==> src/tmpg_ram.sv <==
// Generic single-write, single-read RAM with registered read data.
// No dependencies.
module tmpg_ram #(
  parameter int WIDTH = 16,
  parameter int DEPTH = 256,
  localparam int AW   = (DEPTH > 1) ? $clog2(DEPTH) : 1
) (
  input  logic             clk,
  input  logic             we,
  input  logic [AW-1:0]    waddr,
  input  logic [WIDTH-1:0] wdata,
  input  logic             re,
  input  logic [AW-1:0]    raddr,
  output logic [WIDTH-1:0] rdata
);

  logic [WIDTH-1:0] mem [DEPTH];

  always_ff @(posedge clk) begin
    if (we) begin
      mem[waddr] <= wdata;
    end
    if (re) begin
      rdata <= mem[raddr];
    end
  end

endmodule

==> config.mk <==
export PLATFORM = sky130hd
export DESIGN_NAME = tmpg_ram
export DESIGN_NICKNAME = d
export VERILOG_FILES = /design/src/tmpg_ram.sv
export SDC_FILE = /design/constraint.sdc
export NUM_CORES = 2
export LEC_CHECK = 0
export BUFFER_PORTS_ARGS = -buffer_cell sky130_fd_sc_hd__buf_2
export CORE_AREA = 2 2 477 574
export CTS_BUF_LIST = sky130_fd_sc_hd__clkbuf_2
export DETAILED_ROUTE_END_ITERATION = 10
export DIE_AREA = 0 0 479 576
export PLACE_DENSITY_LB_ADDON = 0.12
export SLEW_MARGIN = 25
export SYNTH_ARGS = -nofsm -noshare
export SYNTH_HDL_FRONTEND = slang
export SYNTH_SLANG_ARGS = --single-unit
==> constraint.sdc <==
create_clock -name clk -period 2.8 [get_ports clk]
set_input_delay 0.42 -clock clk [delete_from_list [all_inputs] [get_ports clk]]
set_output_delay 0.42 -clock clk [all_outputs]
set_load 0.005 [all_outputs]
; Word level (Yosys, flattened, before mapping)
; Memory sizes are Yosys's and may differ from the RTL's. A register that Yosys moved wholly into a read port is not among the register bits.
; Cells that the tools add are included.
[word_totals]
register_bits = 0
ram_bits = 4096
in_bits = 35
output_inout_bits = 16
mem_count = 1
[memory_table]
columns = name, depth, word_bits, rd, rd_ports_with_merged_regs, wr, line_no
row1 = mem, 256, 16, 1, 1, 1, 17  ; logic [WIDTH-1:0] mem [DEPTH];
[classes]
mux = 2
[ops]
columns = operator, count
row1 = $mux W1, 2

; Longest topological paths before layout
[logic_depth]
ltp_word = 2
mapped_depth = 12
mapped_depth_nobuf = 6

; Worst setup path after synthesis
; OpenSTA, ideal clock, no wires.
[synth_timing]
path_type = input port to flip-flop
startpoint = in raddr[0]
endpoint = reg rdata[4] (read register of mem), data pin
arrival_ns = 2.404
required_time_ns = 2.535
setup_slack_ns = 0.131
path_stages = 8
n_path_buf = 3
path_cell_list = buf_6 -> buf_6 -> buf_2 -> mux4_2 -> mux4_2 -> a22o_1 -> o32ai_2 -> nor4_2
[synth_rtl]
columns = item, line_no
row1 = from (decl), 13  ; input logic [AW-1:0] raddr,
row2 = to (decl), 14  ; output logic [WIDTH-1:0] rdata

; Worst setup path in the final report
[layout_timing]
startpoint = reg rdata[5] (read register of mem)
endpoint = out rdata[5]
; No word-level cell between the ends.

==> impl_metrics.tcl <==
set metrics [dict create \
    grt_start_max_net_pins 124 \
    critPathLaunchType "flop" \
    cts.sinks 4112 \
    slew_viol_final 0 \
    crit_end "rdata[5]" \
    clock_latency_ps 1950 \
    vias 84050 \
    r2r-start "mem[126][0]$_DFFE_PP_" \
    postRouteAntennaNets 0 \
    regToRegSetupSlack_ps 90 \
    viasPerCell 6.338 \
    netlist_top_cells_area "edfxtp_1 78%, mux4_2 11%, mux2i_1 3.6%" \
    hold_violations 0 \
    h-tree-depth 6 \
    place_ws_ps -1010 \
    drt_iter0_drc 9990 \
    tightest_slew_ps 1185 \
    netlist.area_leader.share 0.7772 \
    cp_num_cells 1 \
    syn_inst 7360 \
    status "complete, but fails checks" \
    synth_edf_count 4112 \
    fin_area_sq_um 180300 \
    drt_wl_total_mm 419.0 \
    cp.arrival_ps 2700 \
    post-cts-setup-buffers 0 \
    cts_tree "done" \
    ys_seq_area_frac 0.7772 \
    rr_endpoint "rdata[0]$_DFFE_PP_" \
    wl_per_cell_um 31.60 \
    area_growth_pct 13.48 \
    core_area_sq_um 270900 \
    crit_chain "buf_2" \
    relSlewSlack 0.2102 \
    path_buf_inv 1 \
    rows 210 \
    setup_viol 17 \
    post-synth-top-area-cell "edfxtp_1" \
    grt_pass1_vias 85710 \
    grt_first_pass_wirelength_mm 599.4 \
    crit_family "flip-flops" \
    ir_drop_v 0.0004174 \
    synth-async-reset-ratio 0 \
    max_cap_violations 0 \
    ys_ff_latch 4112 \
    layout_setup_ws_ps -322.9 \
    initial_core_util 0.5865 \
    clock_path_buffers 4 \
    route.detailed.drc 0 \
    crit_slowest_cell "edfxtp_1" \
    synth_flop_cell "edfxtp_1" \
    fin_crit_ps 3123 \
    fillers 17990 \
    mostFrequentLayoutCells "4112 x edfxtp_1, 1337 x clkbuf_2, 802 x buf_4" \
    nets 9004 \
    grt.total_usage 0.3041 \
    reg2reg_depth 7 \
    startpoint "rdata[5]$_DFFE_PP_" \
    firstDrtPassIters 6 \
    p_leak_nw 60.24 \
    path_clk_slew_ps 100 \
    drive_above_1_share 0.3509 \
    min_path_type "in2reg" \
    cp_max_fo 1 \
    ios 51 \
    die_area_sq_um 275900 \
    fp.dieW_um 479 \
    antenna_found_initial 18 \
    gr-total-overflow 0 \
    cts_buffers 918 \
    gp_congestion 0.9698 \
    cpPeakStageDelay_ps 560 \
    fmax_mhz 320.2 \
    fin_skew_ps 183.3 \
    synthesis.nets 7395 \
    syn_avg_cell_area_sq_um 21.59 \
    critPathKind "reg2out" \
    syn_area_sq_um 158900 \
    dpl.hpwl_mm 258.7 \
    yosysWarnings 0 \
    finalCritPeriodShare 1.115 \
    yosysUniqueCellTypes 51 \
    die_h_um 576 \
    required_ps 2380 \
    post_dp_cell_area_sq_um 170900 \
    final_common_cell "edfxtp_1" \
    power.density_nw_per_um2 614.6 \
    rsz0062_at_grt "yes" \
    violations "setup timing" \
    clockRootBuffer "clkbuf_2" \
    portBuffers 50 \
    worstSetupEndpointType "output port" \
]
[flip-flops by register name, summed over array words and instances, names as in the netlist]
| register | cells |
|---|---|
| mem | 4096 |
| rdata | 16 |
[worst reg2reg max path, cell delays in order (launching register included)]
cell and delay (ps):
edfxtp_1 380, mux4_2 520, nor3_1 150, o21ai_0 90, dlygate4sd3_1 560, nand3_1 130, dlygate4sd3_1 620, nor4_1 70
[cell families after synthesis]
group,after synthesis,share of synthesized area
simple gates,556,0.01573
compound gates,786,0.03534
buf+inv,456,0.01692
flops,4112,0.7772
mux,1450,0.1548
[power breakdown]
part           internal [mW]  leakage, nW  switching, mW
clock                   13.2         6.13           22.6
combinational           2.88         17.1           4.33
sequential              67.8         37.0         0.0913
total                   83.8         60.2           27.0
[cell usage after synthesis (all sizes together) (3+ instances only)]
| master | instances |
|---|---|
| nand2 | 38 |
| a22oi | 43 |
| a21oi | 175 |
| nor4 | 18 |
| a22o | 32 |
| clkbuf | 230 |
| nor2b | 9 |
| edfxtp | 4112 |
| o21ai | 38 |
| a31oi | 6 |
| a221oi | 28 |
| mux4 | 797 |
| mux2 | 88 |
| nand2b | 3 |
| a2111oi | 6 |
| o32ai | 21 |
| nor3 | 92 |
| mux2i | 565 |
| inv | 4 |
| o22ai | 148 |
| or2 | 5 |
| buf | 222 |
| o31ai | 16 |
| o221ai | 253 |
| nand3 | 35 |
| nand4 | 26 |
| and3 | 11 |
| nand4b | 3 |
| a211oi | 18 |
| nor2 | 304 |
[layout make-up]
class,instances,area [sq um],area share
Sequential cell,4112,123500,0.6849
Multi-Input combinational cell,2792,32930,0.1826
Timing Repair Buffer,1141,11440,0.06346
Clock buffer,1337,6691,0.03711
Tap cell,3604,4509,0.02501
Clock inverter,258,1185,0.006572
Antenna cell,13,32.53,0.0001804
Inverter,4,27.53,0.0001527
[layer usage]
| metal | track usage | routed length (um) | part of all wire |
|---|---|---|---|
| met5 | 0 | 34 | 0.000081 |
| met4 | 0.1430 | 20530 | 0.049 |
| met3 | 0.05936 | 37330 | 0.089 |
| met2 | 0.4846 | 203600 | 0.49 |
| met1 | 0.4109 | 157500 | 0.38 |
[worst min path at each step]
stage | slack (ps) | end | cells after the start | startpoint
final | 230 | mem[150][9]$_DFFE_PP_ | 4 | wdata[9]
after global placement | 850 | mem[142][8]$_DFFE_PP_ | 1 | wdata[8]
after floorplan | 520 | mem[0][0]$_DFFE_PP_ | 0 | wdata[0]
after detailed placement | 860 | mem[62][15]$_DFFE_PP_ | 1 | wdata[15]
after CTS | 5 | mem[214][7]$_DFFE_PP_ | 5 | waddr[6]
after global routing | 80 | mem[97][11]$_DFFE_PP_ | 4 | wdata[11]
[metrics by stage]
stage / cells / util / TNS (ps) / hold slack (ps) / total power, mW
after global routing: 13260 / 0.6655 / -6360 / 84.51 / 114.8
after floorplan: 7360 / - / 0 / 518.9 / 72.58
final: 13260 / 0.6655 / -4034 / 234.4 / 110.8
after CTS: 13250 / 0.6653 / -7232 / 4.583 / 111.6
after detailed placement: 11540 / 0.6310 / -12160 / 856.3 / 76.23
after global placement: 11540 / 0.6310 / -11810 / 847.6 / 76.09
[timing repair]
action,in CTS,in global routing
gates resized for setup,8,3
endpoints found under the setup margin,21,19
endpoints found under the hold margin,8224,0
hold buffers,110,0
pin swaps,1,0
Power figures use the tool's default switching activity.
